===== src/design/bol_pkg.sv =====
`timescale 1ns / 1ps

package bol_pkg;

   localparam int OP_W     = 3;
   localparam int VAL_W    = 8;
   localparam int POS_W    = 6;
   localparam int STATUS_W = 3;
   localparam int SIZE_W   = 6;

   typedef logic [OP_W-1:0]     op_type;
   typedef logic [VAL_W-1:0]    val_type;
   typedef logic [POS_W-1:0]    pos_type;
   typedef logic [STATUS_W-1:0] status_type;
   typedef logic [SIZE_W-1:0]   size_type;

   localparam op_type OP_ADD_BACK   = 3'd0;
   localparam op_type OP_ADD_FRONT  = 3'd1;
   localparam op_type OP_TAKE_FRONT = 3'd2;
   localparam op_type OP_TAKE_BACK  = 3'd3;
   localparam op_type OP_INSERT     = 3'd4;
   localparam op_type OP_DEL_VALUE  = 3'd5;
   localparam op_type OP_DEL_POS    = 3'd6;
   localparam op_type OP_READ       = 3'd7;

   localparam status_type ST_OK       = 3'd0;
   localparam status_type ST_EMPTY    = 3'd1;
   localparam status_type ST_BADPOS   = 3'd2;
   localparam status_type ST_NOTFOUND = 3'd3;
   localparam status_type ST_FULL     = 3'd4;

endpackage


===== src/design/bol_req_if.sv =====
`timescale 1ns / 1ps

interface bol_req_if;
   logic             valid;
   logic             ready;
   bol_pkg::op_type  op;
   bol_pkg::val_type value;
   bol_pkg::pos_type position;

   modport source (output valid, output op, output value, output position, input ready);
   modport sink (input valid, input op, input value, input position, output ready);
endinterface


===== src/design/bol_rsp_if.sv =====
`timescale 1ns / 1ps

interface bol_rsp_if;
   logic                valid;
   logic                ready;
   bol_pkg::status_type status;
   bol_pkg::val_type    read_value;
   bol_pkg::val_type    head_value;
   bol_pkg::val_type    tail_value;
   bol_pkg::size_type   size;

   modport source (output valid, output status, output read_value, output head_value,
                   output tail_value, output size, input ready);
   modport sink (input valid, input status, input read_value, input head_value,
                 input tail_value, input size, output ready);
endinterface


===== src/design/bounded_ordered_list.sv =====
`timescale 1ns / 1ps

// Bounded ordered list of up to ENTRIES value ids, held in order in a single-port-write,
// single-port-read memory and worked on by a small sequencer that moves one entry at a
// time. A request is taken only while the block is idle, and exactly one result transfer
// follows each request. Push back, pop back, insert into an empty list and failed
// requests go straight to the final reads, and a read first captures the addressed entry.
// Push front, insert, pop front and delete by position shift entries one at a time, with
// a read and a write for each entry that is shifted. Delete by value reads and compares
// the entries in order until it finds a match and then closes the gap, or reports not
// found after every entry; the result is held until the receiver takes it. The memory
// has one read port with registered read data, and two final reads fetch the head and
// tail for the result.

module bounded_ordered_list #(
   parameter int ENTRIES = 32,
   parameter int VALUE_W = 8
) (
   input  logic       clock,
   input  logic       reset,
   bol_req_if.sink    req_bus,
   bol_rsp_if.source  rsp_bus
);

   localparam int CW = $clog2(ENTRIES + 1);
   localparam int AW = $clog2(ENTRIES);
   localparam int XW = ((CW > bol_pkg::POS_W) ? CW : bol_pkg::POS_W) + 1;

   localparam logic [3:0] S_IDLE     = 4'd0;
   localparam logic [3:0] S_OPEN_RD  = 4'd1;
   localparam logic [3:0] S_OPEN_WR  = 4'd2;
   localparam logic [3:0] S_CLOSE_RD = 4'd3;
   localparam logic [3:0] S_CLOSE_WR = 4'd4;
   localparam logic [3:0] S_SRCH_RD  = 4'd5;
   localparam logic [3:0] S_SRCH_CMP = 4'd6;
   localparam logic [3:0] S_RD_CAP   = 4'd7;
   localparam logic [3:0] S_HEAD     = 4'd8;
   localparam logic [3:0] S_TAIL     = 4'd9;
   localparam logic [3:0] S_DONE     = 4'd10;
   localparam logic [3:0] S_OUT      = 4'd11;

   logic [VALUE_W-1:0] entries_ff [ENTRIES];
   logic [VALUE_W-1:0] rdata_ff;

   logic [3:0]   state_ff, state_in;
   logic [CW-1:0] count_ff, count_in;
   logic [CW-1:0] idx_ff, idx_in;
   logic [CW-1:0] at_ff, at_in;
   logic [VALUE_W-1:0] val_ff, val_in;
   bol_pkg::status_type status_ff, status_in;
   bol_pkg::val_type rdv_ff, rdv_in;
   bol_pkg::val_type head_ff, head_in;
   bol_pkg::val_type tail_ff, tail_in;

   logic               mem_we;
   logic [AW-1:0]      mem_waddr;
   logic [VALUE_W-1:0] mem_wdata;
   logic [AW-1:0]      mem_raddr;

   logic                     accept;
   logic [VALUE_W+7:0]       value_wide;
   logic [VALUE_W-1:0]       value_in;
   logic [VALUE_W+7:0]       rdata_wide;
   bol_pkg::val_type         rdata8;
   logic [XW-1:0]            pos_x;
   logic [XW-1:0]            cnt_x;
   logic [XW-1:0]            pos_inc;
   logic [XW-1:0]            pos_dec;
   logic [CW-1:0]            idx_inc;
   logic [CW-1:0]            idx_dec;
   logic [CW-1:0]            cnt_inc;
   logic [CW-1:0]            cnt_dec;
   logic [CW+5:0]            size_wide;
   logic                     full;
   logic                     empty;

   assign accept     = req_bus.valid && req_bus.ready;
   assign value_wide = {{VALUE_W{1'b0}}, req_bus.value};
   assign value_in   = value_wide[VALUE_W-1:0];
   assign rdata_wide = {8'b0, rdata_ff};
   assign rdata8     = rdata_wide[7:0];
   assign pos_x      = XW'(req_bus.position);
   assign cnt_x      = XW'(count_ff);
   assign pos_inc    = pos_x + XW'(1);
   assign pos_dec    = pos_x - XW'(1);
   assign idx_inc    = idx_ff + CW'(1);
   assign idx_dec    = idx_ff - CW'(1);
   assign cnt_inc    = count_ff + CW'(1);
   assign cnt_dec    = count_ff - CW'(1);
   assign full       = (count_ff == CW'(ENTRIES));
   assign empty      = (count_ff == '0);
   assign size_wide  = {6'b0, count_ff};

   assign req_bus.ready      = (state_ff == S_IDLE);
   assign rsp_bus.valid      = (state_ff == S_OUT);
   assign rsp_bus.status     = status_ff;
   assign rsp_bus.read_value = rdv_ff;
   assign rsp_bus.head_value = head_ff;
   assign rsp_bus.tail_value = tail_ff;
   assign rsp_bus.size       = size_wide[5:0];

   always_ff @(posedge clock) begin
      if (mem_we) begin
         entries_ff[mem_waddr] <= mem_wdata;
      end
      rdata_ff <= entries_ff[mem_raddr];
   end

   always_comb begin
      state_in  = state_ff;
      count_in  = count_ff;
      idx_in    = idx_ff;
      at_in     = at_ff;
      val_in    = val_ff;
      status_in = status_ff;
      rdv_in    = rdv_ff;
      head_in   = head_ff;
      tail_in   = tail_ff;
      mem_we    = 1'b0;
      mem_waddr = count_ff[AW-1:0];
      mem_wdata = value_in;
      mem_raddr = pos_x[AW-1:0];

      case (state_ff)
         S_IDLE: begin
            if (accept) begin
               val_in    = value_in;
               status_in = bol_pkg::ST_OK;
               rdv_in    = '0;
               state_in  = S_HEAD;
               idx_in    = '0;
               case (req_bus.op)
                  bol_pkg::OP_ADD_BACK: begin
                     if (full) begin
                        status_in = bol_pkg::ST_FULL;
                     end else begin
                        mem_we   = 1'b1;
                        count_in = cnt_inc;
                     end
                  end
                  bol_pkg::OP_ADD_FRONT: begin
                     if (full) begin
                        status_in = bol_pkg::ST_FULL;
                     end else begin
                        idx_in   = count_ff;
                        at_in    = '0;
                        state_in = S_OPEN_RD;
                     end
                  end
                  bol_pkg::OP_TAKE_FRONT: begin
                     if (empty) begin
                        status_in = bol_pkg::ST_EMPTY;
                     end else begin
                        state_in = S_CLOSE_RD;
                     end
                  end
                  bol_pkg::OP_TAKE_BACK: begin
                     if (empty) begin
                        status_in = bol_pkg::ST_EMPTY;
                     end else begin
                        count_in = cnt_dec;
                     end
                  end
                  bol_pkg::OP_INSERT: begin
                     if (full) begin
                        status_in = bol_pkg::ST_FULL;
                     end else if (empty) begin
                        mem_we    = 1'b1;
                        mem_waddr = '0;
                        count_in  = CW'(1);
                     end else if (pos_x >= cnt_x) begin
                        status_in = bol_pkg::ST_BADPOS;
                     end else begin
                        idx_in   = count_ff;
                        at_in    = pos_inc[CW-1:0];
                        state_in = S_OPEN_RD;
                     end
                  end
                  bol_pkg::OP_DEL_VALUE: begin
                     if (empty) begin
                        status_in = bol_pkg::ST_EMPTY;
                     end else begin
                        state_in = S_SRCH_RD;
                     end
                  end
                  bol_pkg::OP_DEL_POS: begin
                     if (empty) begin
                        status_in = bol_pkg::ST_EMPTY;
                     end else if ((pos_x == '0) || (pos_x > cnt_x)) begin
                        status_in = bol_pkg::ST_BADPOS;
                     end else begin
                        idx_in   = pos_dec[CW-1:0];
                        state_in = S_CLOSE_RD;
                     end
                  end
                  default: begin
                     if (empty) begin
                        status_in = bol_pkg::ST_EMPTY;
                     end else if (pos_x >= cnt_x) begin
                        status_in = bol_pkg::ST_BADPOS;
                     end else begin
                        state_in = S_RD_CAP;
                     end
                  end
               endcase
            end
         end
         S_OPEN_RD: begin
            if (idx_ff == at_ff) begin
               mem_we    = 1'b1;
               mem_waddr = at_ff[AW-1:0];
               mem_wdata = val_ff;
               count_in  = cnt_inc;
               state_in  = S_HEAD;
            end else begin
               mem_raddr = idx_dec[AW-1:0];
               state_in  = S_OPEN_WR;
            end
         end
         S_OPEN_WR: begin
            mem_we    = 1'b1;
            mem_waddr = idx_ff[AW-1:0];
            mem_wdata = rdata_ff;
            idx_in    = idx_dec;
            state_in  = S_OPEN_RD;
         end
         S_CLOSE_RD: begin
            if (idx_inc == count_ff) begin
               count_in = cnt_dec;
               state_in = S_HEAD;
            end else begin
               mem_raddr = idx_inc[AW-1:0];
               state_in  = S_CLOSE_WR;
            end
         end
         S_CLOSE_WR: begin
            mem_we    = 1'b1;
            mem_waddr = idx_ff[AW-1:0];
            mem_wdata = rdata_ff;
            idx_in    = idx_inc;
            state_in  = S_CLOSE_RD;
         end
         S_SRCH_RD: begin
            if (idx_ff == count_ff) begin
               status_in = bol_pkg::ST_NOTFOUND;
               state_in  = S_HEAD;
            end else begin
               mem_raddr = idx_ff[AW-1:0];
               state_in  = S_SRCH_CMP;
            end
         end
         S_SRCH_CMP: begin
            if (rdata_ff == val_ff) begin
               state_in = S_CLOSE_RD;
            end else begin
               idx_in   = idx_inc;
               state_in = S_SRCH_RD;
            end
         end
         S_RD_CAP: begin
            rdv_in   = rdata8;
            state_in = S_HEAD;
         end
         S_HEAD: begin
            mem_raddr = '0;
            state_in  = S_TAIL;
         end
         S_TAIL: begin
            head_in   = empty ? '0 : rdata8;
            mem_raddr = cnt_dec[AW-1:0];
            state_in  = S_DONE;
         end
         S_DONE: begin
            tail_in  = empty ? '0 : rdata8;
            state_in = S_OUT;
         end
         S_OUT: begin
            if (rsp_bus.ready) begin
               state_in = S_IDLE;
            end
         end
         default: begin
            state_in = S_IDLE;
         end
      endcase
   end

   always_ff @(posedge clock) begin
      if (reset) begin
         state_ff <= S_IDLE;
         count_ff <= '0;
      end else begin
         state_ff <= state_in;
         count_ff <= count_in;
      end
      idx_ff    <= idx_in;
      at_ff     <= at_in;
      val_ff    <= val_in;
      status_ff <= status_in;
      rdv_ff    <= rdv_in;
      head_ff   <= head_in;
      tail_ff   <= tail_in;
   end

endmodule


===== src/flat_wrapper.sv =====
// flat-port wrapper written by rule: the top's interface ports become plain ports
module bounded_ordered_list_flat 
#(
   parameter int ENTRIES = 32,
   parameter int VALUE_W = 8
)
  (clock, reset, req_bus_valid, req_bus_op, req_bus_value, req_bus_position, req_bus_ready, rsp_bus_valid, rsp_bus_status, rsp_bus_read_value, rsp_bus_head_value, rsp_bus_tail_value, rsp_bus_size, rsp_bus_ready);
  bol_req_if req_bus_i ();
  bol_rsp_if rsp_bus_i ();
  input  logic clock;
  input  logic reset;
  input wire logic [$bits(req_bus_i.valid)-1:0] req_bus_valid;
  input wire logic [$bits(req_bus_i.op)-1:0] req_bus_op;
  input wire logic [$bits(req_bus_i.value)-1:0] req_bus_value;
  input wire logic [$bits(req_bus_i.position)-1:0] req_bus_position;
  output wire logic [$bits(req_bus_i.ready)-1:0] req_bus_ready;
  output wire logic [$bits(rsp_bus_i.valid)-1:0] rsp_bus_valid;
  output wire logic [$bits(rsp_bus_i.status)-1:0] rsp_bus_status;
  output wire logic [$bits(rsp_bus_i.read_value)-1:0] rsp_bus_read_value;
  output wire logic [$bits(rsp_bus_i.head_value)-1:0] rsp_bus_head_value;
  output wire logic [$bits(rsp_bus_i.tail_value)-1:0] rsp_bus_tail_value;
  output wire logic [$bits(rsp_bus_i.size)-1:0] rsp_bus_size;
  input wire logic [$bits(rsp_bus_i.ready)-1:0] rsp_bus_ready;
  assign req_bus_i.valid = req_bus_valid;
  assign req_bus_i.op = req_bus_op;
  assign req_bus_i.value = req_bus_value;
  assign req_bus_i.position = req_bus_position;
  assign req_bus_ready = req_bus_i.ready;
  assign rsp_bus_valid = rsp_bus_i.valid;
  assign rsp_bus_status = rsp_bus_i.status;
  assign rsp_bus_read_value = rsp_bus_i.read_value;
  assign rsp_bus_head_value = rsp_bus_i.head_value;
  assign rsp_bus_tail_value = rsp_bus_i.tail_value;
  assign rsp_bus_size = rsp_bus_i.size;
  assign rsp_bus_i.ready = rsp_bus_ready;
  bounded_ordered_list #(.ENTRIES(ENTRIES), .VALUE_W(VALUE_W)) u_core (.clock(clock), .reset(reset), .req_bus(req_bus_i), .rsp_bus(rsp_bus_i));
endmodule

===== config.mk =====
export PLATFORM = sky130hd
export DESIGN_NAME = bounded_ordered_list_flat
export DESIGN_NICKNAME = d
export VERILOG_FILES = /design/src/design/bol_pkg.sv /design/src/design/bol_req_if.sv /design/src/design/bol_rsp_if.sv /design/src/design/bounded_ordered_list.sv /design/src/flat_wrapper.sv
export SDC_FILE = /design/constraint.sdc
export NUM_CORES = 1
export LEC_CHECK = 0
export BUFFER_PORTS_ARGS = -buffer_cell sky130_fd_sc_hd__buf_2
export CAP_MARGIN = 20
export CORE_UTILIZATION = 50
export CTS_BUF_LIST = sky130_fd_sc_hd__clkbuf_8
export CTS_CLUSTER_SIZE = 30
export DETAILED_ROUTE_END_ITERATION = 7
export PLACE_DENSITY_LB_ADDON = 0.3
export SYNTH_ARGS = -nofsm -noshare
export SYNTH_HDL_FRONTEND = slang
export SYNTH_SLANG_ARGS = --single-unit
export TNS_END_PERCENT = 100

===== constraint.sdc =====
create_clock -name clock -period 8.5 [get_ports clock]
set_input_delay 1.7 -clock clock [delete_from_list [all_inputs] [get_ports clock]]
set_output_delay 1.7 -clock clock [all_outputs]
set_load 0.01 [all_outputs]

# Word level (Yosys, flattened, before mapping)
# Memory sizes are Yosys's and may differ from the RTL's. A register that Yosys moved wholly into a read port is not among the register bits.
# Cells that the tools add are included.
dict set report totals {
  latchBits 0
  output_inout_bits 35
  wordCells 155
  ram_bits 256
  in_bits 21
  mem_bits_ro 0
  register_bits 57
  n_memories 1
}
dict set report op_classes {
  n_mux 78
  mul 0
  shifts 0
  bitwise 0
  n_eq_ne 37
  n_addsub 6
  magnitude_cmp 2
  reduce_logical 22
  div_mod_pow 0
}
# memory depth width rd rd_clocked_by_memory_dff write_ports line_no
set memory_table {}
lappend memory_table {u_core.entries_ff 32 8 1 1 1 bounded_ordered_list.sv:42} ;# logic [VALUE_W-1:0] entries_ff [ENTRIES];
# cell n
set op_table {}
lappend op_table {{$mux W6} 19}
lappend op_table {{$mux W4} 15}
lappend op_table {{$pmux W6 S3} 3}
lappend op_table {{$pmux W4 S12} 1}
lappend op_table {{$mux W5} 8}
lappend op_table {{$pmux W8 S2} 2}
lappend op_table {{$pmux W5 S5} 1}
lappend op_table {{$mux W8} 3}
lappend op_table {{$pmux W4 S6} 1}
lappend op_table {{$pmux W6 S4} 1}
lappend op_table {{$mux W3} 7}
lappend op_table {{$add A6 B1 Y6 const B} 3}
lappend op_table {{$eq A6 B6 Y1} 3}
lappend op_table {{$sub A6 B1 Y6 const B} 3}
lappend op_table {{$eq A4 B3 Y1 const B} 4}
lappend op_table {{$eq A4 B4 Y1 const B} 4}
lappend op_table {{$pmux W5 S3} 1}
lappend op_table {{$ne A2 B2 Y1 const B} 6}
lappend op_table {{$ne A3 B3 Y1 const B} 4}
lappend op_table {{$pmux W3 S4} 1}
lappend op_table {{$pmux W6 S2} 1}
lappend op_table {{$eq A3 B3 Y1 const B} 3}
lappend op_table {{$reduce_and A9 Y1} 1}
lappend op_table {{$eq A4 B2 Y1 const B} 2}
lappend op_table {{other kinds (28)} 48}

# Depth between registers and ports, before layout
# Gate-level depths: netlist (run 1).
dict set report logic_depth {
  word_depth 8
  depth_mapped 17
}

# Worst setup path before layout (run 1)
# OpenSTA, ideal clock, no wires.
dict set report synth_timing {
  path_type {input -> register}
  startpoint {in req_bus_op[2]}
  endpoint {mem u_core.entries_ff[0][0], enable pin}
  required_time_ns 8.130
  setup_slack_ns 4.222
  t_arrival_ns 3.908
  stages 8
  n_path_buf 2
  setup_ns 0.370
  cell_sequence {clkbuf_1 -> nor2b_1 -> nand2b_1 -> clkbuf_1 -> o31a_1 -> a222oi_1 -> nand3b_1 -> nor2_1}
}
dict set report synth_via {
  elab_chain_cells 6
  word_cells_on_any_way 10
  cone_classes {eq/ne: 1; mux: 8; reduce/logical: 1}
}
# element line_no
set synth_rtl {}
lappend synth_rtl {{from (decl)} flat_wrapper.sv:13} ;# input wire logic [$bits(req_bus_i.op)-1:0] req_bus_op;
lappend synth_rtl {{$eq A3 B3 Y1 / $logic_not A3 Y1 (equally long branches)} bounded_ordered_list.sv:132} ;# case (req_bus.op)
lappend synth_rtl {{$pmux W1 S2} bounded_ordered_list.sv:132}
lappend synth_rtl {{$mux W1} bounded_ordered_list.sv:126} ;# if (accept) begin
lappend synth_rtl {{$pmux W1 S3} bounded_ordered_list.sv:124} ;# case (state_ff)
lappend synth_rtl {{$mux W1} bounded_ordered_list.sv:103} ;# if (mem_we) begin
lappend synth_rtl {{$mux W1 (implied by the code)} bounded_ordered_list.sv:104} ;# entries_ff[mem_waddr] <= mem_wdata;
lappend synth_rtl {{to (decl)} bounded_ordered_list.sv:42}
# Several ways; a longest one is shown, not always the timed one.

# Worst setup path in the final report (run 1)
dict set report layout_timing {
  startpoint {reg u_core.state_ff[0]}
  endpoint {mem u_core.entries_ff[20][2], enable pin}
}
dict set report layout_via {
  elab_chain_cells 6
  word_cells_on_any_way 12
  cone_classes {eq/ne: 3; mux: 6; reduce/logical: 3}
}
# element line_no
set layout_rtl {}
lappend layout_rtl {{from (decl)} bounded_ordered_list.sv:45} ;# logic [3:0] state_ff, state_in;
lappend layout_rtl {{from (signal assigned)} bounded_ordered_list.sv:293} ;# state_ff <= state_in;
lappend layout_rtl {{$logic_not A4 Y1} {bounded_ordered_list.sv:94, bounded_ordered_list.sv:124}}
lappend layout_rtl {{$logic_and A1 B1 Y1} bounded_ordered_list.sv:77} ;# assign accept = req_bus.valid && req_bus.ready;
lappend layout_rtl {{$mux W1} bounded_ordered_list.sv:126}
lappend layout_rtl {{$pmux W1 S3} bounded_ordered_list.sv:124}
lappend layout_rtl {{$mux W1} bounded_ordered_list.sv:103}
lappend layout_rtl {{$mux W1 (implied by the code)} bounded_ordered_list.sv:104}
# Several ways; a longest one is shown, not always the timed one.

==> results.sh, run 1 <==
export IMPL_h_tree_depth=2
export IMPL_final_hold_viol_count=0
export IMPL_area_growth_pct=9.57
export IMPL_cp_slowest_cell="nor2_1"
export IMPL_ys_seq_area_share_pct=63.9
export IMPL_io_pins=56
export IMPL_ys_types=83
export IMPL_remaining_drc_errors=0
export IMPL_synth_fp_nets=1262
export IMPL_ys_seq_elements=321
export IMPL_max_cap_viol_count=0
export IMPL_final_common_cell="edfxtp_1"
export IMPL_synth_area_um2=14800
export IMPL_clk_pin_slew_ns=0.06
export IMPL_status="complete, no violations"
export IMPL_fin_tns_setup_ns=0
export IMPL_antenna_found_initial=0
export IMPL_vias=10300
export IMPL_drv_slew=0
export IMPL_worst_path_largest_cell_delay_ns=0.80
export IMPL_dp_hpwl_um=23300
export IMPL_grt_max_degree=91
export IMPL_crit_path_frequent_cell="nor2_1"
export IMPL_synth_avg_cell_area_um2=12.0
export IMPL_crit_required_ns=8.73
export IMPL_die_width_um=174
export IMPL_crit_chain="nor4b_1, and3_1, nor2_1, o31a_1, a222oi_1, nand3b_1, nor2_1"
export IMPL_wl_per_cell_um=21.9
export IMPL_grt_use_total_pct=24.6
export IMPL_fillerInstances=2399
export IMPL_ys_warnings_count=0
export IMPL_maxSlewHeadroom_pct=27.7
export IMPL_place_congestion=0.937
export IMPL_period_minus_slack_ns=4.86
export IMPL_power_density_nw_per_um2=369
export IMPL_clk_latency_ns=0.60
export IMPL_netlist_instances=1229
export IMPL_cts_sinks=321
export IMPL_clk_path_buf_depth=3
export IMPL_portBuffers=55
export IMPL_dr_pass1_iters=5
export IMPL_cts_buffers=50
export IMPL_wirelength_um=36900
export IMPL_num_rows=62
export IMPL_crit_path_end_kind="flop"
export IMPL_fmax_mhz=206
export IMPL_start_util_pct=51.2
export IMPL_cts_root_buf="clkbuf_8"
export IMPL_cts_resized_gates=0
export IMPL_post_route_period_util_pct=57.2
export IMPL_post_cts_setup_buffer_count=0
export IMPL_fin_skew_ns=0.0473
export IMPL_grt_pass1_vias=9713
export IMPL_layout_common_cells="303 x edfxtp_1, 202 x nand2_1, 81 x nand3_1"
export IMPL_core_area_um2=28900
export IMPL_dpl_cell_area_um2=15300
export IMPL_drtIter0Drc=1348
export IMPL_drive_above_1_share_pct=12.1
export IMPL_grt_ovfl_total=0
export IMPL_synth_edf_count=303
export IMPL_grt_pass1_wl_um=57300
export IMPL_final_setup_viol_count=0
export IMPL_path_class="reg -> reg"
export IMPL_synth_ff_type="edfxtp_1"
export IMPL_dieArea_um2=30300
export IMPL_crit_fanout=17
export IMPL_tightestPinTransition_ns=1.08
export IMPL_postRouteAntennaNets=0
export IMPL_rsz0062_at_grt="false"
export IMPL_p_leak_nw=5.62
export IMPL_final_nets=1301
export IMPL_async_reset_ff_share_pct=0
export IMPL_ir_drop_mv=0.193
export IMPL_cts_tree="yes"
export IMPL_design_area_um2=16200
export IMPL_worstSetupStartpointType="flop"
export IMPL_antenna_cells=0
export IMPL_hold_class="reg -> reg"
export IMPL_hold_buffers=0
export IMPL_die_h_um=174
export IMPL_viasPerCell=6.10
export IMPL_cp_arrival_ns=5.09
## through the flow
| stage | util [%] | hold slack (ns) | setup WS, ns | cells | total power [mW] |
|---|---|---|---|---|---|
| finish | 56.1 | 0.679 | 3.64 | 1689 | 5.99 |
| global route | 56.1 | 0.692 | 3.40 | 1689 | 6.29 |
| CTS | 56.1 | 0.671 | 3.75 | 1689 | 5.97 |
| detailed placement | 52.9 | 0.651 | 3.34 | 1600 | 4.76 |
| global placement | 52.9 | 0.611 | 3.44 | 1599 | 4.72 |
| floorplan | - | 0.566 | 4.22 | 1229 | 4.01 |
## power breakdown
group	switching (mW)	leakage [nW]	total, mW	internal [mW]
logic	1.73	2.19	2.52	0.791
registers	0.179	2.90	2.25	2.07
clock network	0.599	0.530	1.22	0.620
## final cells by class
cell class,count,area [µm²],area share (%)
multi-input combinational,802,4900,30.2
clock inverter,38,226,1.40
inverter,26,97.6,0.601
sequential,321,9460,58.3
tap,384,480,2.96
clock buffer,51,702,4.33
timing repair buffer,67,363,2.24
## worst max-delay path, delay by kind of cell, from the launching register on
family	cells	cell delay (ns)
simple gates	5	3.21
compound gates	2	0.66
flops	1	0.62
## final timing paths
check	startpoint	to	slack, ns	cells after the start
max	u_core.state_ff[0]$_SDFFE_PP0P_	u_core.entries_ff[20][2]$_DFFE_PP_	3.64	7
min reg2reg	u_core.rdata8[3]$_DFF_P_	u_core.rsp_bus.read_value[3]$_SDFFCE_PN0P_	0.68	1
max reg2reg	u_core.state_ff[0]$_SDFFE_PP0P_	u_core.entries_ff[20][2]$_DFFE_PP_	3.64	7
min	u_core.rdata8[3]$_DFF_P_	u_core.rsp_bus.read_value[3]$_SDFFCE_PN0P_	0.68	1
## registers in the layout, indices dropped and copies added (netlist names)
register and count:
u_core.rsp_bus.status 3, u_core.rdata8 8, u_core.rsp_bus.size 6, u_core.at_ff 6
u_core.idx_ff 6, u_core.rsp_bus.tail_value 8, u_core.val_ff 8, u_core.entries_ff 256
u_core.rsp_bus.head_value 8, u_core.state_ff 4, u_core.rsp_bus.read_value 8
## cells in the mapped netlist, types with 10 or more instances
| cell type | count | area share (%) |
|---|---|---|
| a211oi_1 | 15 | 0.76 |
| a21oi_1 | 27 | 0.91 |
| a221oi_1 | 11 | 0.65 |
| a22oi_1 | 18 | 0.91 |
| a311oi_1 | 27 | 1.6 |
| a31oi_1 | 16 | 0.68 |
| and2_1 | 18 | 0.76 |
| and3_1 | 21 | 0.89 |
| buf_2 | 25 | 0.84 |
| clkbuf_1 | 38 | 0.96 |
| dfxtp_1 | 18 | 2.4 |
| edfxtp_1 | 303 | 61 |
| ha_1 | 12 | 1.0 |
| inv_1 | 25 | 0.63 |
| mux2i_1 | 40 | 2.7 |
| nand2_1 | 208 | 5.3 |
| nand3_1 | 81 | 2.7 |
| nor2_1 | 78 | 2.0 |
| nor2b_1 | 10 | 0.42 |
| nor3_1 | 16 | 0.54 |
| o21ai_0 | 16 | 0.54 |
| o22ai_1 | 22 | 0.93 |
| o31a_1 | 10 | 0.59 |
| or3_1 | 12 | 0.51 |
| xnor2_1 | 21 | 1.2 |
| xor2_1 | 13 | 0.77 |
## layer usage
metal / vias up / part of all wire, % / global-route usage (%)
met5: - / 0 / 0
met4: 0 / 2.2 / 7.27
met3: 69 / 8.3 / 4.59
met2: 518 / 45 / 36.8
met1: 4999 / 45 / 36.5
li1: 4713 / - / -
## cell families (layout without fill, tap and decap cells)
kind of cell	after synthesis	count (layout)	share of synthesized area (%)
simple gates	489	489	15.5
buf+inv	106	182	3.33
flops	321	321	63.9
mux	40	40	2.70
fa+ha+maj	12	12	1.01
xor+xnor	36	36	2.23
compound gates	225	225	11.4
Note: power is estimated with default switching activity, not from simulation.
==> inputs of run 2 (changes only) <==
==> constraint.sdc (replaced) <==
create_clock -name clock -period 4.8 [get_ports clock]
set_input_delay 0.96 -clock clock [delete_from_list [all_inputs] [get_ports clock]]
set_output_delay 0.96 -clock clock [all_outputs]
set_load 0.01 [all_outputs]
==> results.sh, run 2 (same netlist as run 1, synthesis figures left out) <==
export IMPL_status="complete, no violations"
export IMPL_postRouteAntennaNets=0
export IMPL_final_nets=1357
export IMPL_viasPerCell=6.05
export IMPL_fmax_mhz=230
export IMPL_dpl_cell_area_um2=15700
export IMPL_max_cap_viol_count=0
export IMPL_remaining_drc_errors=0
export IMPL_min_path_cells=1
export IMPL_dieArea_um2=30300
export IMPL_path_class="reg -> reg"
export IMPL_rsz0062_at_grt="false"
export IMPL_drtIter0Drc=1391
export IMPL_post_cts_setup_buffer_count=0
export IMPL_hold_start="req_bus_value[4]"
export IMPL_period_minus_slack_ns=4.35
export IMPL_largest_reg_flops=256
export IMPL_crit_path_frequent_cell="nand3_1"
export IMPL_tightestPinTransition_ns=0.862
export IMPL_io_pins=56
export IMPL_maxSlewHeadroom_pct=42.3
export IMPL_ir_drop_mv=0.487
export IMPL_start_util_pct=51.2
export IMPL_grt_pass1_wl_um=58000
export IMPL_hold_end="u_core.val_ff[4]$_DFFE_PP_"
export IMPL_finish_utilization_pct=57.8
export IMPL_crit_chain="ha_1, nand3_1, nor3b_1, o21ai_1, o21ai_2, a22o_1, nand2_2, buf_12, nand2_1, nand3_1, a311oi_1, a211oi_1"
export IMPL_antenna_cells=0
export IMPL_antenna_found_initial=0
export IMPL_cts_buffers=51
export IMPL_wl_per_cell_um=21.8
export IMPL_worst_path_largest_cell_delay_ns=0.77
export IMPL_layout_common_cells="303 x edfxtp_1, 207 x nand2_1, 81 x nand3_1"
export IMPL_dr_pass1_iters=6
export IMPL_timing_rr_end="u_core.rdata8[3]$_DFF_P_"
export IMPL_power_density_nw_per_um2=655
export IMPL_r2r_cells=12
export IMPL_drive_above_1_share_pct=15.5
export IMPL_dp_hpwl_um=25000
export IMPL_hold_class="in -> reg"
export IMPL_clk_pin_slew_ns=0.06
export IMPL_final_hold_viol_count=0
export IMPL_crit_path_end_kind="flop"
export IMPL_h_tree_depth=2
export IMPL_area_growth_pct=13.0
export IMPL_grt_ovfl_total=0
export IMPL_top_register="u_core.entries_ff"
export IMPL_wirelength_um=38000
export IMPL_post_route_period_util_pct=90.5
export IMPL_crit_required_ns=5.23
export IMPL_final_setup_viol_count=0
export IMPL_r2r_setup_slack_ns=0.45
export IMPL_portBuffers=55
export IMPL_drv_slew=0
export IMPL_cp_slowest_cell="a311oi_1"
export IMPL_fin_skew_ns=0.0131
export IMPL_hold_buffers=0
export IMPL_cts_sinks=321
export IMPL_grt_max_degree=91
export IMPL_fillerInstances=2365
export IMPL_design_area_um2=16700
export IMPL_grt_use_total_pct=25.1
export IMPL_cts_resized_gates=0
export IMPL_place_congestion=0.974
export IMPL_worst_hold_slack_ns=0.571
export IMPL_die_h_um=174
export IMPL_cp_arrival_ns=4.77
export IMPL_cts_root_buf="clkbuf_8"
export IMPL_worstSetupStartpointType="flop"
export IMPL_r2r_start="u_core.idx_ff[0]$_DFFE_PP_"
export IMPL_grt_pass1_vias=9828
export IMPL_crit_fanout=32
export IMPL_clk_path_buf_depth=3
export IMPL_die_width_um=174
export IMPL_cts_tree="yes"
export IMPL_fin_tns_setup_ns=0
export IMPL_num_rows=62
export IMPL_fin_cells=1746
export IMPL_dp_cells=1653
export IMPL_core_area_um2=28900
export IMPL_final_common_cell="edfxtp_1"
export IMPL_p_leak_nw=5.96
export IMPL_clk_latency_ns=0.59
export IMPL_vias=10600
## run 2: how the worst max path moves through the flow
| stage | startpoint | endpoint | slack, ns | cells past startpoint |
|---|---|---|---|---|
| after global routing | u_core.idx_ff[0]$_DFFE_PP_ | u_core.rdata8[3]$_DFF_P_ | 0.21 | 12 |
| after floorplan | req_bus_op[2] | u_core.entries_ff[0][0]$_DFFE_PP_ | 1.26 | 8 |
| after global placement | u_core.idx_ff[0]$_DFFE_PP_ | u_core.rdata8[3]$_DFF_P_ | 0.60 | 12 |
| final | u_core.idx_ff[0]$_DFFE_PP_ | u_core.rdata8[3]$_DFF_P_ | 0.45 | 12 |
| after CTS | u_core.idx_ff[0]$_DFFE_PP_ | u_core.rdata8[3]$_DFF_P_ | 0.51 | 12 |
| after detailed placement | u_core.idx_ff[0]$_DFFE_PP_ | u_core.rdata8[3]$_DFF_P_ | 0.55 | 12 |
## run 2: area by class of cell
class	instances	area, µm²	share of cell area (%)
multi-input cells	802	4890	29.2
clock inverters	38	250	1.49
repair buffers	122	836	4.99
clock buffers	53	729	4.36
inverters	26	97.6	0.583
well taps	384	480	2.87
flip-flops and latches	321	9460	56.5
## run 2: critical path, delay by kind of cell, from the launching register on
kind                     cells  cell delay [ns]
buffers and inverters        1             0.31
adder cells (fa/ha/maj)      1             0.42
AND/OR/NAND/NOR              5             0.96
AO/OA/AOI/OAI                5             1.73
flip-flops                   1             0.74
## run 2: metrics by stage
step                      setup slack, ns  total power [mW]
after global placement              0.602              8.64
final                               0.454              11.0
after global routing                0.206              11.5
after floorplan                      1.26              7.10
after detailed placement            0.547              8.68
after CTS                           0.514              10.9
## run 2: where the power goes
part           internal [mW]  switching, mW
Combinational           1.59           3.18
Clock                   1.19           1.04
Sequential              3.66          0.300
## run 2: metal layers
| metal | track usage, % | wire length [µm] | vias up |
|---|---|---|---|
| li1 | - | - | 4832 |
| met5 | 0 | 0 | - |
| met4 | 8.74 | 1050 | 0 |
| met1 | 36.9 | 16300 | 5060 |
| met3 | 4.99 | 3890 | 78 |
| met2 | 37.3 | 16800 | 588 |
==> inputs of run 3 (changes only) <==
--- a/config.mk
+++ b/config.mk
@@ -7,7 +7,9 @@
 export LEC_CHECK = 0
 export BUFFER_PORTS_ARGS = -buffer_cell sky130_fd_sc_hd__buf_2
 export CAP_MARGIN = 20
-export CORE_UTILIZATION = 50
+export CELL_PAD_IN_SITES_DETAIL_PLACEMENT = 2
+export CELL_PAD_IN_SITES_GLOBAL_PLACEMENT = 2
+export CORE_UTILIZATION = 45
 export CTS_BUF_LIST = sky130_fd_sc_hd__clkbuf_8
 export CTS_CLUSTER_SIZE = 30
 export DETAILED_ROUTE_END_ITERATION = 7
==> results.sh, run 3 (same netlist as run 1, synthesis figures left out) <==
export IMPL_largest_reg_flops=256
export IMPL_antenna_found_initial=0
export IMPL_p_int_mw=6.56
export IMPL_cts_root_buf="clkbuf_8"
export IMPL_wl_per_cell_um=30.8
export IMPL_start_util_pct=45.6
export IMPL_crit_path_frequent_cell="nand3_1"
export IMPL_clk_path_buf_depth=3
export IMPL_period_minus_slack_ns=4.52
export IMPL_worstSetupStartpointType="flop"
export IMPL_num_rows=66
export IMPL_p_leak_nw=6.08
export IMPL_cts_buffers=55
export IMPL_design_area_um2=17000
export IMPL_final_setup_viol_count=0
export IMPL_grt_pass1_vias=12300
export IMPL_tightestPinTransition_ns=1.01
export IMPL_dr_pass1_iters=6
export IMPL_combinationalPowerShare_pct=46.2
export IMPL_final_common_cell="edfxtp_1"
export IMPL_h_tree_depth=2
export IMPL_drv_slew=0
export IMPL_drtIter0Drc=1136
export IMPL_grt_max_degree=69
export IMPL_dp_hpwl_um=36300
export IMPL_viasPerCell=6.38
export IMPL_worst_path_largest_cell_delay_ns=0.78
export IMPL_power_density_nw_per_um2=704
export IMPL_cts_sinks=321
export IMPL_io_pins=56
export IMPL_crit_fanout=56
export IMPL_fin_tns_setup_ns=0
export IMPL_clk_pin_slew_ns=0.07
export IMPL_final_nets=1370
export IMPL_drive_above_1_share_pct=16.6
export IMPL_grt_ovfl_total=0
export IMPL_clk_latency_ns=0.62
export IMPL_area_growth_pct=14.5
export IMPL_fillerInstances=3112
export IMPL_dpl_cell_area_um2=15900
export IMPL_fin_skew_ns=0.0353
export IMPL_grt_pass1_wl_um=82800
export IMPL_hold_class="in -> reg"
export IMPL_worst_hold_slack_ns=0.555
export IMPL_dieArea_um2=33600
export IMPL_layout_common_cells="303 x edfxtp_1, 207 x nand2_1, 81 x nand3_1"
export IMPL_die_h_um=183
export IMPL_cp_arrival_ns=4.96
export IMPL_ir_drop_mv=0.351
export IMPL_maxSlewHeadroom_pct=31.9
export IMPL_fmax_mhz=221
export IMPL_power_switching_mw=5.38
export IMPL_core_area_um2=32500
export IMPL_wirelength_um=56300
export IMPL_remaining_drc_errors=0
export IMPL_critPathTopFamily="compound AO/OA/AOI/OAI gates"
export IMPL_crit_path_end_kind="flop"
export IMPL_cp_slowest_cell="edfxtp_1"
export IMPL_path_class="reg -> reg"
export IMPL_die_width_um=183
export IMPL_post_route_period_util_pct=94.2
export IMPL_pwr_share_clk_pct=20.4
export IMPL_hold_buffers=0
export IMPL_place_congestion=0.936
export IMPL_status="complete, no violations"
export IMPL_portBuffers=55
export IMPL_antenna_cells=0
export IMPL_crit_chain="ha_1, nand3_1, nor3b_1, o21ai_1, o21ai_2, a22oi_1, nor2_4, buf_12, nand3_1, and3_1, a311oi_1, a211oi_1"
export IMPL_top_register="u_core.entries_ff"
export IMPL_p_seq_share_pct=33.4
export IMPL_max_cap_viol_count=0
export IMPL_vias=11600
export IMPL_rsz0062_at_grt="false"
export IMPL_cts_tree="yes"
export IMPL_postRouteAntennaNets=0
export IMPL_final_hold_viol_count=0
export IMPL_grt_use_total_pct=33.7
export IMPL_crit_required_ns=5.24
export IMPL_p_sw_share_pct=45.1
export IMPL_cp_num_buf_inv=1
-- run 3: layout make-up --
class	count	area, µm²	area share (%)
clock buffers	66	908	5.36
clock inverters	36	150	0.885
inverters	26	97.6	0.576
multi-input cells	802	4890	28.9
flip-flops and latches	321	9460	55.8
well taps	442	553	3.26
repair buffers	131	896	5.28
-- run 3: layer usage --
metal	vias to the layer above	share of wire, %	global-route usage, %	routed length (µm)
met1	6026	39	42.3	21900
met3	163	6.8	5.84	3850
met2	590	50	57.5	28000
met5	-	0	0	0
li1	4849	-	-	-
met4	0	4.4	14.6	2480
-- run 3: worst paths after layout --
| path | start | end | slack [ns] | depth (start not counted) |
|---|---|---|---|---|
| setup / recovery | u_core.idx_ff[0]$_DFFE_PP_ | u_core.rdata8[0]$_DFF_P_ | 0.28 | 12 |
| hold / removal | req_bus_value[2] | u_core.val_ff[2]$_DFFE_PP_ | 0.56 | 1 |
| setup reg to reg | u_core.idx_ff[0]$_DFFE_PP_ | u_core.rdata8[0]$_DFF_P_ | 0.28 | 12 |
| hold reg to reg | u_core.rsp_bus.size[1]$_SDFFE_PP0P_ | u_core.rsp_bus.size[1]$_SDFFE_PP0P_ | 0.69 | 2 |
-- run 3: metrics by stage --
stage	std cells	setup WS, ns	power, mW	utilization (%)
4_1_cts	1819	0.224	11.8	52.1
6_report	1824	0.280	11.9	52.2
5_1_grt	1824	0.149	12.3	52.2
2_1_floorplan	1229	1.26	7.10	-
3_5_place_dp	1717	0.362	9.24	48.9
3_3_place_gp	1717	0.643	8.87	48.9
-- run 3: timing repair --
item	in CTS	in global routing
endpoints found under the hold margin	0	0
setup buffers	0	5
resized for setup	0	2
endpoints found under the setup margin	0	1
-- run 3: power by group through the flow --
stage	registers [mW]	logic (mW)	clock network (mW)
6_report	3.99	5.52	2.44
5_1_grt	4.00	5.76	2.57
4_1_cts	3.98	5.37	2.46
3_5_place_dp	4.03	5.22	0
3_3_place_gp	4.00	4.87	0
2_1_floorplan	3.84	3.26	0
